[config.mk]
export PLATFORM = sky130hd
export DESIGN_NAME = transaction_id_pool_with_timeout
export DESIGN_NICKNAME = d
export VERILOG_FILES = /design/src/hw/rtl/tidp_pkg.sv /design/src/hw/rtl/tidp_ctrl.sv /design/src/hw/rtl/tidp_datapath.sv /design/src/hw/rtl/transaction_id_pool_with_timeout.sv
export SDC_FILE = /design/constraint.sdc
export NUM_CORES = 1
export LEC_CHECK = 0
export BUFFER_PORTS_ARGS = -buffer_cell sky130_fd_sc_hd__buf_2
export CORE_MARGIN = 1.5
export CORE_UTILIZATION = 62
export CTS_CLUSTER_SIZE = 28
export DETAILED_ROUTE_END_ITERATION = 10
export GPL_ROUTABILITY_DRIVEN = 0
export PLACE_DENSITY = 0.8
export REMOVE_ABC_BUFFERS = 1
export SYNTH_ARGS = -nofsm -noshare
export SYNTH_HDL_FRONTEND = slang
export SYNTH_SLANG_ARGS = --single-unit
[constraint.sdc]
create_clock -name aclk -period 6.93 [get_ports aclk]
set_input_delay 0.3465 -clock aclk [delete_from_list [all_inputs] [get_ports aclk]]
set_output_delay 0.3465 -clock aclk [all_outputs]
set_load 0.005 [all_outputs]
[src/hw/rtl/tidp_pkg.sv]
// ----------------------------------------------------------------------------
// tidp_pkg: shared types and codes for the transaction id pool
// Field widths, mode and result codes, and the command/status structs that
// join the controller and the datapath.
// ----------------------------------------------------------------------------
package tidp_pkg;

    // Field widths fixed by the stream format
    localparam int MODE_W    = 3;
    localparam int ID_W      = 5;
    localparam int TAG_W     = 16;
    localparam int KIND_W    = 2;
    localparam int STAT_W    = 2;
    localparam int S_TDATA_W = 40;
    localparam int M_TDATA_W = 40;

    // Defaults for the top-level parameters
    localparam int NUM_IDS_DEF  = 16;
    localparam int TAG_BITS_DEF = 16;

    // Input modes
    localparam logic [MODE_W-1:0] MODE_ALLOC   = 3'd0;
    localparam logic [MODE_W-1:0] MODE_SET     = 3'd1;
    localparam logic [MODE_W-1:0] MODE_QUERY   = 3'd2;
    localparam logic [MODE_W-1:0] MODE_RELEASE = 3'd3;
    localparam logic [MODE_W-1:0] MODE_TICK    = 3'd4;

    // Result kinds
    localparam logic [KIND_W-1:0] KIND_REPLY  = 2'd0;
    localparam logic [KIND_W-1:0] KIND_QUERY  = 2'd1;
    localparam logic [KIND_W-1:0] KIND_REPORT = 2'd2;
    localparam logic [KIND_W-1:0] KIND_DONE   = 2'd3;

    // Status codes
    localparam logic [STAT_W-1:0] STAT_OK   = 2'd0;
    localparam logic [STAT_W-1:0] STAT_FULL = 2'd1;
    localparam logic [STAT_W-1:0] STAT_BAD  = 2'd2;

    // Which result the output register loads
    localparam logic [2:0] OUT_OK     = 3'd0;
    localparam logic [2:0] OUT_ERR    = 3'd1;
    localparam logic [2:0] OUT_QDATA  = 3'd2;
    localparam logic [2:0] OUT_QERR   = 3'd3;
    localparam logic [2:0] OUT_ALLOC  = 3'd4;
    localparam logic [2:0] OUT_FULL   = 3'd5;
    localparam logic [2:0] OUT_REPORT = 3'd6;
    localparam logic [2:0] OUT_DONE   = 3'd7;

    // Tag memory read address source
    localparam logic [1:0] RD_IN   = 2'd0;
    localparam logic [1:0] RD_SLOT = 2'd1;
    localparam logic [1:0] RD_IDX  = 2'd2;

    // Controller to datapath
    typedef struct packed {
        logic       cap;        // capture the input beat
        logic [1:0] rd_sel;     // tag memory read address source
        logic       idx_clr;    // restart the scan index
        logic       idx_inc;    // advance the scan index
        logic       set_wr;     // store tags at the captured slot
        logic       rel;        // free the captured slot
        logic       alloc_take; // claim the id at the scan index
        logic       age;        // mark the id at the scan index aged
        logic       expire;     // free the id at the scan index
        logic       out_load;   // load the output register
        logic [2:0] out_sel;    // result to load
    } tidp_cmd_t;

    // Datapath to controller
    typedef struct packed {
        logic [MODE_W-1:0] mode;     // captured mode
        logic              id_ok;    // captured id in range and live
        logic              idx_live; // id at the scan index is live
        logic              idx_aged; // id at the scan index is aged
        logic              idx_last; // scan index at the last id
        logic              out_free; // output register can take a beat
    } tidp_stat_t;

endpackage

[src/hw/rtl/tidp_ctrl.sv]
// ----------------------------------------------------------------------------
// tidp_ctrl: sequencer for the transaction id pool
// Accepts one command beat at a time, walks the id scan for allocate and
// tick, and tells the datapath when to update state and load a result.
// ----------------------------------------------------------------------------
module tidp_ctrl
    import tidp_pkg::*;
(
    input  logic              aclk,
    input  logic              aresetn,
    input  logic              s_tvalid,
    output logic              s_tready,
    input  logic [MODE_W-1:0] s_mode,
    input  tidp_stat_t        stat,
    output tidp_cmd_t         cmd
);

    localparam logic [2:0] ST_IDLE  = 3'd0;
    localparam logic [2:0] ST_RESP  = 3'd1;
    localparam logic [2:0] ST_ALLOC = 3'd2;
    localparam logic [2:0] ST_TRD   = 3'd3;
    localparam logic [2:0] ST_TCHK  = 3'd4;
    localparam logic [2:0] ST_TDONE = 3'd5;

    logic [2:0] state_reg;
    logic [2:0] state_next;

    // State register
    always_ff @(posedge aclk) begin
        if (!aresetn) begin
            state_reg <= ST_IDLE;
        end else begin
            state_reg <= state_next;
        end
    end

    // Next state and commands
    always_comb begin
        state_next = state_reg;
        cmd        = '0;
        cmd.rd_sel = RD_IDX;
        s_tready   = 1'b0;
        case (state_reg)
            ST_IDLE: begin
                s_tready   = 1'b1;
                cmd.rd_sel = RD_IN;
                if (s_tvalid) begin
                    cmd.cap = 1'b1;
                    case (s_mode)
                        MODE_ALLOC: begin
                            cmd.idx_clr = 1'b1;
                            state_next  = ST_ALLOC;
                        end
                        MODE_TICK: begin
                            cmd.idx_clr = 1'b1;
                            state_next  = ST_TRD;
                        end
                        default: begin
                            state_next = ST_RESP;
                        end
                    endcase
                end
            end
            ST_RESP: begin
                cmd.rd_sel = RD_SLOT;
                if (stat.out_free) begin
                    cmd.out_load = 1'b1;
                    state_next   = ST_IDLE;
                    case (stat.mode)
                        MODE_SET: begin
                            cmd.set_wr  = stat.id_ok;
                            cmd.out_sel = stat.id_ok ? OUT_OK : OUT_ERR;
                        end
                        MODE_QUERY: begin
                            cmd.out_sel = stat.id_ok ? OUT_QDATA : OUT_QERR;
                        end
                        MODE_RELEASE: begin
                            cmd.rel     = stat.id_ok;
                            cmd.out_sel = stat.id_ok ? OUT_OK : OUT_ERR;
                        end
                        default: begin
                            cmd.out_sel = OUT_ERR;
                        end
                    endcase
                end
            end
            ST_ALLOC: begin
                // Scan one id per cycle for the lowest free one; hold there while the output register is full
                if (!stat.idx_live) begin
                    if (stat.out_free) begin
                        cmd.alloc_take = 1'b1;
                        cmd.out_load   = 1'b1;
                        cmd.out_sel    = OUT_ALLOC;
                        state_next     = ST_IDLE;
                    end
                end else if (stat.idx_last) begin
                    if (stat.out_free) begin
                        cmd.out_load = 1'b1;
                        cmd.out_sel  = OUT_FULL;
                        state_next   = ST_IDLE;
                    end
                end else begin
                    cmd.idx_inc = 1'b1;
                end
            end
            ST_TRD: begin
                state_next = ST_TCHK;
            end
            ST_TCHK: begin
                // Expire aged ids, age fresh ones, then advance
                if (stat.idx_live && stat.idx_aged) begin
                    if (stat.out_free) begin
                        cmd.expire   = 1'b1;
                        cmd.out_load = 1'b1;
                        cmd.out_sel  = OUT_REPORT;
                        cmd.idx_inc  = !stat.idx_last;
                        state_next   = stat.idx_last ? ST_TDONE : ST_TRD;
                    end
                end else begin
                    cmd.age     = stat.idx_live;
                    cmd.idx_inc = !stat.idx_last;
                    state_next  = stat.idx_last ? ST_TDONE : ST_TRD;
                end
            end
            ST_TDONE: begin
                if (stat.out_free) begin
                    cmd.out_load = 1'b1;
                    cmd.out_sel  = OUT_DONE;
                    state_next   = ST_IDLE;
                end
            end
            default: begin
                state_next = ST_IDLE;
            end
        endcase
    end

endmodule

[src/hw/rtl/tidp_datapath.sv]
// ----------------------------------------------------------------------------
// tidp_datapath: id flags, tag memories and result register
// Holds the live and aged flags, the subject and requester tag memories,
// the captured command, the scan index and the output beat register.
// ----------------------------------------------------------------------------
module tidp_datapath
    import tidp_pkg::*;
#(
    parameter int NUM_IDS    = NUM_IDS_DEF,
    parameter int IDX_W      = 4,
    parameter int STORE_BITS = TAG_BITS_DEF
) (
    input  logic              aclk,
    input  logic              aresetn,
    input  logic [MODE_W-1:0] s_mode,
    input  logic [ID_W-1:0]   s_txn_id,
    input  logic [TAG_W-1:0]  s_subject_tag,
    input  logic [TAG_W-1:0]  s_requester_tag,
    input  tidp_cmd_t         cmd,
    output tidp_stat_t        stat,
    input  logic              m_tready,
    output logic              m_tvalid,
    output logic [KIND_W-1:0] m_result_kind,
    output logic [STAT_W-1:0] m_status,
    output logic [ID_W-1:0]   m_out_id,
    output logic [TAG_W-1:0]  m_out_subject,
    output logic [TAG_W-1:0]  m_out_requester,
    output logic              m_last
);

    // Compare width that holds both an id and NUM_IDS
    localparam int CW = ((IDX_W > ID_W) ? IDX_W : ID_W) + 1;

    // Captured command beat
    logic [MODE_W-1:0]     mode_reg;
    logic [ID_W-1:0]       id_reg;
    logic [STORE_BITS-1:0] subj_reg;
    logic [STORE_BITS-1:0] req_reg;

    // Id flags and scan index
    logic [NUM_IDS-1:0] live_reg;
    logic [NUM_IDS-1:0] live_next;
    logic [NUM_IDS-1:0] aged_reg;
    logic [NUM_IDS-1:0] aged_next;
    logic [IDX_W-1:0]   idx_reg;

    // Tag memories
    logic [STORE_BITS-1:0] subj_mem [NUM_IDS];
    logic [STORE_BITS-1:0] req_mem  [NUM_IDS];
    logic [STORE_BITS-1:0] rd_subj_reg;
    logic [STORE_BITS-1:0] rd_req_reg;
    logic [IDX_W-1:0]      rd_addr;
    logic [IDX_W-1:0]      wr_addr;
    logic [STORE_BITS-1:0] wr_subj;
    logic [STORE_BITS-1:0] wr_req;
    logic                  wr_en;

    // Slot decode
    logic [CW-1:0]    cap_ext;
    logic [CW-1:0]    in_ext;
    logic [IDX_W-1:0] cap_slot;
    logic [IDX_W-1:0] in_slot;
    logic             cap_in_range;
    logic [CW-1:0]    idx_plus1;

    // Output register
    logic              out_valid_reg;
    logic [KIND_W-1:0] out_kind_reg;
    logic [KIND_W-1:0] out_kind_next;
    logic [STAT_W-1:0] out_stat_reg;
    logic [STAT_W-1:0] out_stat_next;
    logic [ID_W-1:0]   out_id_reg;
    logic [ID_W-1:0]   out_id_next;
    logic [TAG_W-1:0]  out_subj_reg;
    logic [TAG_W-1:0]  out_subj_next;
    logic [TAG_W-1:0]  out_req_reg;
    logic [TAG_W-1:0]  out_req_next;
    logic              out_last_reg;
    logic              out_last_next;
    logic              out_free;

    // Decode one-based ids into zero-based slots
    always_comb begin
        cap_ext      = CW'(id_reg);
        in_ext       = CW'(s_txn_id);
        cap_slot     = IDX_W'(cap_ext - CW'(1));
        in_slot      = IDX_W'(in_ext - CW'(1));
        cap_in_range = (id_reg != '0) && (cap_ext <= CW'(NUM_IDS));
        idx_plus1    = CW'(idx_reg) + CW'(1);
    end

    assign out_free = !out_valid_reg || m_tready;

    // Status to the controller
    always_comb begin
        stat.mode     = mode_reg;
        stat.id_ok    = cap_in_range && live_reg[cap_slot];
        stat.idx_live = live_reg[idx_reg];
        stat.idx_aged = aged_reg[idx_reg];
        stat.idx_last = (idx_reg == IDX_W'(NUM_IDS - 1));
        stat.out_free = out_free;
    end

    // Capture the command beat
    always_ff @(posedge aclk) begin
        if (cmd.cap) begin
            mode_reg <= s_mode;
            id_reg   <= s_txn_id;
            subj_reg <= s_subject_tag[STORE_BITS-1:0];
            req_reg  <= s_requester_tag[STORE_BITS-1:0];
        end
    end

    // Advance the scan index
    always_ff @(posedge aclk) begin
        if (!aresetn) begin
            idx_reg <= '0;
        end else if (cmd.idx_clr) begin
            idx_reg <= '0;
        end else if (cmd.idx_inc) begin
            idx_reg <= IDX_W'(idx_reg + IDX_W'(1));
        end
    end

    // Flag updates
    always_comb begin
        live_next = live_reg;
        aged_next = aged_reg;
        if (cmd.rel) begin
            live_next[cap_slot] = 1'b0;
            aged_next[cap_slot] = 1'b0;
        end
        if (cmd.alloc_take) begin
            live_next[idx_reg] = 1'b1;
            aged_next[idx_reg] = 1'b0;
        end
        if (cmd.expire) begin
            live_next[idx_reg] = 1'b0;
            aged_next[idx_reg] = 1'b0;
        end
        if (cmd.age) begin
            aged_next[idx_reg] = 1'b1;
        end
    end

    always_ff @(posedge aclk) begin
        if (!aresetn) begin
            live_reg <= '0;
            aged_reg <= '0;
        end else begin
            live_reg <= live_next;
            aged_reg <= aged_next;
        end
    end

    // Tag memory write: set stores tags, allocate clears them
    always_comb begin
        wr_en   = cmd.set_wr || cmd.alloc_take;
        wr_addr = cmd.set_wr ? cap_slot : idx_reg;
        wr_subj = cmd.set_wr ? subj_reg : '0;
        wr_req  = cmd.set_wr ? req_reg : '0;
    end

    // Tag memory read address
    always_comb begin
        case (cmd.rd_sel)
            RD_IN:   rd_addr = in_slot;
            RD_SLOT: rd_addr = cap_slot;
            default: rd_addr = idx_reg;
        endcase
    end

    always_ff @(posedge aclk) begin
        if (wr_en) begin
            subj_mem[wr_addr] <= wr_subj;
            req_mem[wr_addr]  <= wr_req;
        end
        rd_subj_reg <= subj_mem[rd_addr];
        rd_req_reg  <= req_mem[rd_addr];
    end

    // Output beat register
    always_ff @(posedge aclk) begin
        if (!aresetn) begin
            out_valid_reg <= 1'b0;
        end else if (cmd.out_load) begin
            out_valid_reg <= 1'b1;
        end else if (m_tready) begin
            out_valid_reg <= 1'b0;
        end
    end

    // Build the result beat to load
    always_comb begin
        out_kind_next = KIND_REPLY;
        out_stat_next = STAT_OK;
        out_id_next   = '0;
        out_subj_next = '0;
        out_req_next  = '0;
        out_last_next = 1'b1;
        case (cmd.out_sel)
            OUT_OK: begin
                out_kind_next = KIND_REPLY;
            end
            OUT_ERR: begin
                out_stat_next = STAT_BAD;
            end
            OUT_QDATA: begin
                out_kind_next = KIND_QUERY;
                out_id_next   = id_reg;
                out_subj_next = TAG_W'(rd_subj_reg);
                out_req_next  = TAG_W'(rd_req_reg);
            end
            OUT_QERR: begin
                out_kind_next = KIND_QUERY;
                out_stat_next = STAT_BAD;
            end
            OUT_ALLOC: begin
                out_id_next = ID_W'(idx_plus1);
            end
            OUT_FULL: begin
                out_stat_next = STAT_FULL;
            end
            OUT_REPORT: begin
                out_kind_next = KIND_REPORT;
                out_id_next   = ID_W'(idx_plus1);
                out_req_next  = TAG_W'(rd_req_reg);
                out_last_next = 1'b0;
            end
            default: begin
                out_kind_next = KIND_DONE;
            end
        endcase
    end

    always_ff @(posedge aclk) begin
        if (cmd.out_load) begin
            out_kind_reg <= out_kind_next;
            out_stat_reg <= out_stat_next;
            out_id_reg   <= out_id_next;
            out_subj_reg <= out_subj_next;
            out_req_reg  <= out_req_next;
            out_last_reg <= out_last_next;
        end
    end

    assign m_tvalid        = out_valid_reg;
    assign m_result_kind   = out_kind_reg;
    assign m_status        = out_stat_reg;
    assign m_out_id        = out_id_reg;
    assign m_out_subject   = out_subj_reg;
    assign m_out_requester = out_req_reg;
    assign m_last          = out_last_reg;

    // Allocate only claims a free id
    a_alloc_free: assert property (@(posedge aclk) disable iff (!aresetn)
        cmd.alloc_take |-> !live_reg[idx_reg])
        else $error("allocate claimed a live id");

    // Expire only ids that were live and aged
    a_expire_aged: assert property (@(posedge aclk) disable iff (!aresetn)
        cmd.expire |-> (live_reg[idx_reg] && aged_reg[idx_reg]))
        else $error("expired an id that was not aged");

    // Never overwrite a beat that is still waiting
    a_no_overrun: assert property (@(posedge aclk) disable iff (!aresetn)
        (m_tvalid && !m_tready) |-> !cmd.out_load)
        else $error("output beat overwritten while stalled");

    // A released id is free afterwards
    a_release_frees: assert property (@(posedge aclk) disable iff (!aresetn)
        (cmd.rel && !cmd.alloc_take) |=> !live_reg[$past(cap_slot)])
        else $error("released id still live");

endmodule

[src/hw/rtl/transaction_id_pool_with_timeout.sv]
// ----------------------------------------------------------------------------
// transaction_id_pool_with_timeout: pool of one-based transaction ids
// Allocates, tags, queries and releases ids; a tick ages live ids and
// reports and frees those that were already aged.
// ----------------------------------------------------------------------------
// Timing: the block works on one command at a time. Set, query, release and
// unused modes are accepted, then answered from the registered tag memory
// read. Allocate scans the live flags one id per cycle for the lowest free
// one. A tick visits every id with a memory read, then a check. Any of these
// stretch while the output register waits on m_tready; a new beat is accepted
// while the last result still sits in the output register. Flags clear at
// reset at once; the tag memories need no clearing, since allocate zeroes an
// entry's tags.
module transaction_id_pool_with_timeout
    import tidp_pkg::*;
#(
    parameter int NUM_IDS  = NUM_IDS_DEF,
    parameter int TAG_BITS = TAG_BITS_DEF
) (
    input  logic                 aclk,
    input  logic                 aresetn,
    input  logic                 s_tvalid,
    output logic                 s_tready,
    input  logic [S_TDATA_W-1:0] s_tdata,  // txn_id[4:0], subject_tag[20:5],
                                           // requester_tag[36:21], zero pad
    input  logic [MODE_W-1:0]    s_tuser,  // mode[2:0]
    output logic                 m_tvalid,
    input  logic                 m_tready,
    output logic [M_TDATA_W-1:0] m_tdata,  // status[1:0], out_id[6:2],
                                           // out_subject[22:7],
                                           // out_requester[38:23], zero pad
    output logic [KIND_W-1:0]    m_tuser,  // result_kind[1:0]
    output logic                 m_tlast
);

    localparam int IDX_W      = (NUM_IDS > 1) ? $clog2(NUM_IDS) : 1;
    localparam int STORE_BITS = (TAG_BITS < TAG_W) ? TAG_BITS : TAG_W;
    localparam int M_USED     = STAT_W + ID_W + 2 * TAG_W;

    tidp_cmd_t         cmd;
    tidp_stat_t        stat;
    logic [STAT_W-1:0] status;
    logic [ID_W-1:0]   out_id;
    logic [TAG_W-1:0]  out_subject;
    logic [TAG_W-1:0]  out_requester;

    tidp_ctrl u_ctrl (
        .aclk     (aclk),
        .aresetn  (aresetn),
        .s_tvalid (s_tvalid),
        .s_tready (s_tready),
        .s_mode   (s_tuser),
        .stat     (stat),
        .cmd      (cmd)
    );

    tidp_datapath #(
        .NUM_IDS    (NUM_IDS),
        .IDX_W      (IDX_W),
        .STORE_BITS (STORE_BITS)
    ) u_datapath (
        .aclk            (aclk),
        .aresetn         (aresetn),
        .s_mode          (s_tuser),
        .s_txn_id        (s_tdata[ID_W-1:0]),
        .s_subject_tag   (s_tdata[ID_W+TAG_W-1:ID_W]),
        .s_requester_tag (s_tdata[ID_W+2*TAG_W-1:ID_W+TAG_W]),
        .cmd             (cmd),
        .stat            (stat),
        .m_tready        (m_tready),
        .m_tvalid        (m_tvalid),
        .m_result_kind   (m_tuser),
        .m_status        (status),
        .m_out_id        (out_id),
        .m_out_subject   (out_subject),
        .m_out_requester (out_requester),
        .m_last          (m_tlast)
    );

    // Pack the result beat
    assign m_tdata = {{(M_TDATA_W - M_USED){1'b0}}, out_requester, out_subject,
                      out_id, status};

endmodule

==> out/metrics.yaml <==
global_routing:
  grt_max_degree: 130
  grt_overflow_total: 0
  grt_pass1_wl_um: 86390
  antenna_found_initial: 1
  grt_pass1_vias: 14673
  grt_use_total_pct: 26.06
critical_path:
  cp_slowest_cell: "edfxtp_1"
  cp_top_family: "simple AND/OR/NAND/NOR gates"
  crit_path_end_kind: "flop"
  crit_chain: "inv_1 > ha_1 > mux4_2 > o311ai_1 > and3_4 > or3_1 > or3_1 > o22ai_4 > buf_4"
  worstPathMaxFanout: 21
  crit_type: "flop to flop"
  startpoint_type: "flop"
  worst_path_most_repeated_cell: "or3_1"
  critPathBufInv: 2
  r2r-start: "u_datapath.id_reg[0]"
  arrival_ps: 5430
  cpPeakStageDelay_ps: 870
  crit_required_ps: 7170
  startpoint: "u_datapath.id_reg[0]"
die:
  placementRows: 76
  dieArea_mm2: 0.04520
  die_h_um: 212.6
  core_area_mm2: 0.04317
  fp.dieW_um: 212.6
  io_pins: 92
  start_util_pct: 63.10
timing:
  tns_ps: 0
  min_period_ps: 5194
  fin_worst_skew_ps: 18.10
  rsz0062_at_grt: "no"
  period_share_pct: 74.96
  max_freq_mhz: 192.5
  tightest_slew_ps: 1181
  drv_slew: 0
  relSlewSlack_pct: 20.99
  hold_viol: 0
  setup_viol: 0
pwr:
  switching_share_pct: 22.62
  clkPwrFrac_pct: 39.7
  leakage_nw: 10.22
  p_int_mw: 6.863
  power_density_mw_per_mm2: 285.6
  comb_power_share_pct: 9.8
  switching_power_mw: 2.006
  p_seq_share_pct: 50.5
  ir_worst_vdd_mv: 0.1895
finish:
  multiInputGateArea_mm2: 0.007760
  drive_gt1_share_pct: 16.88
  seq_area_mm2: 0.01928
  largestRegisters: "u_datapath.req_mem: 256 flops, u_datapath.subj_mem: 256 flops"
  nFillCells: 2630
  area_growth_pct: 14.00
  antenna_cells: 0
  finalInstanceArea_mm2: 0.03105
  final_nets: 1806
clock_tree:
  clock_latency_ps: 580
  cts_buffer_depth: 3
  cts_hold_buffers: 38
  root_buffer: "clkbuf_16"
  cts_resized: 0
  clk_pin_slew_ps: 60
  htree_levels: 3
  tritoncts: "yes"
  cts_setup_buffers: 0
  cts_made_buffers: 67
  clkSinkCount: 666
yosys:
  synthAdderAreaFrac_pct: 0.4134
  ys_seq_elements: 666
  synth_mux_area_share_pct: 18.40
  synth_edf_count: 594
  syn-cell-area_mm2: 0.02724
  synth_cell_types: 68
  yosysWarnings: 0
  synth_cells: 1610
  synth_compound_area_share_pct: 3.482
  synth-simple-area-share_pct: 4.878
  ys.flop_type: "edfxtp_1"
  avgSynthCellArea_um2: 16.92
  synth_xor_area_share_pct: 0.1608
  yosysSeqAreaShare_pct: 70.77
  async_flop_share_pct: 0
  synth_top_family_by_area: "multiplexers"
routing:
  drt_wl_total_um: 57690
  vias: 14833
  drt_iter0_markers: 1401
  viasPerCell: 6.217
  wl_per_cell_um: 24.18
  ant_nets: 0
  firstDrtPassIters: 6
  drc_errors: 0
outcome:
  status: "finished, final reports clean"
placed_design:
  place_area_mm2: 0.02853
  dp_hpwl_um: 31050
  port_buffers: 87
min_path:
  hold_class: "primary input to flop"
  worstHoldStart: "s_tuser[0]"
job:
  cap_violations: 0
-- routing by layer --
layer / global-route usage (%) / up-vias / share of wire [%]
met4: 9.049 / 0 / 2.8
met5: 0 / - / 0
met1: 35.87 / 7498 / 42
li1: - / 6591 / -
met3: 4.284 / 122 / 6.6
met2: 42.61 / 622 / 49
-- power by group through the flow --
stage / Combinational [mW] / Clock [mW] / Sequential (mW)
CTS: 0.867 / 3.56 / 4.48
finish: 0.871 / 3.52 / 4.48
global placement: 0.838 / 0 / 4.56
floorplan: 1.13 / 0 / 4.56
detailed placement: 0.848 / 0 / 4.56
global route: 0.913 / 3.70 / 4.49
-- final cells by class --
type                            instances  area share [%]
Clock buffer                           89           5.963
Clock inverter                         31          0.9348
Inverter                               10          0.1249
Multi-Input combinational cell        847           24.99
Sequential cell                       666           62.08
Tap cell                              585           2.357
Timing Repair Buffer                  158           3.546
-- final timing paths --
path,end,slack [ps],cells past startpoint
worst max-delay path,u_datapath.req_mem[3][6],1740,9
worst min-delay path,u_datapath.mode_reg[0],30,1
worst max register to register,u_datapath.req_mem[3][6],1740,9
worst min register to register,u_datapath.aged_reg[2],480,2
-- synthesized netlist by cell type, types with 2 or more instances --
cell        n  area, um^2
edfxtp_1  594       17840
mux2i_1   393        3934
dfxtp_1    72        1441
and2_1     68       425.4
nand2_1    61       229.0
mux4_2     43       968.4
a21oi_1    40       200.2
buf_2      40       200.2
nor2_1     37       138.9
clkbuf_1   28       105.1
o21ai_0    28       140.1
o32ai_1    21       183.9
nand3_1    20       100.1
nor3_1     19       95.09
o22ai_1    11       68.82
nand2b_1   10       62.56
buf_4       9       67.56
ha_1        9       112.6
inv_1       8       30.03
buf_6       7       78.83
o221ai_1    7       61.31
nor2b_1     5       31.28
or3_1       5       31.28
and3_1      4       25.02
o31a_1      4       35.03
xor2_1      4       35.03
a31oi_1     3       18.77
mux2_2      3       33.78
nor4_1      3       18.77
or2_1       3       18.77
a211oi_1    2       15.01
a22o_1      2       17.52
buf_1       2       7.510
mux4_1      2       52.55
nand3b_1    2       15.01
nor2_4      2       22.52
nor3b_1     2       15.01
nor4b_1     2       17.52
o211ai_1    2       15.01
o21ai_1     2       10.01
o311ai_1    2       17.52
o31ai_1     2       15.01
o41ai_1     2       17.52
-- cell families after synthesis --
| logic type | count (synthesis) |
|---|---|
| other | 1 |
| muxes | 442 |
| DFF | 666 |
| xor gates and xnor gates | 5 |
| buffers and inverters | 97 |
| and+or+nand+nor | 251 |
| adders and majority gates | 9 |
| AOI/OAI and AO/OA | 139 |
-- per-stage QoR --
stage                     power, mW  cells  hold WS, ps  setup WS, ps  util (%)
after floorplan               5.684   1523        442.3        -14230         -
after global placement        5.397   2228        453.5          1989     66.09
after detailed placement      5.410   2228        474.5          1823     66.09
after CTS                     8.907   2386        3.659          1810     71.93
after global routing          9.101   2386        24.60          1511     71.93
final                         8.869   2386        32.30          1736     71.93
-- cells in the final DEF (no fill, tap or decap), drive strengths merged, types with 3 or more instances in the layout --
cell type	count
ha	9
clkinv	21
o22ai	11
o31a	4
nand2b	10
edfxtp	594
inv	11
o311ai	3
dfxtp	72
and3	5
nor4	4
nor2	39
xor2	4
nor3	19
mux2i	394
or3	5
o21ai	30
clkbuf	89
o32ai	22
a31oi	3
bufinv	5
a21oi	41
a211oi	3
nand3	20
dlygate4sd3	38
and2	68
o221ai	7
mux4	45
buf	120
nor2b	5
or2	5
mux2	3
clkinvlp	4
nand2	61
Power figures use the tool's default switching activity.
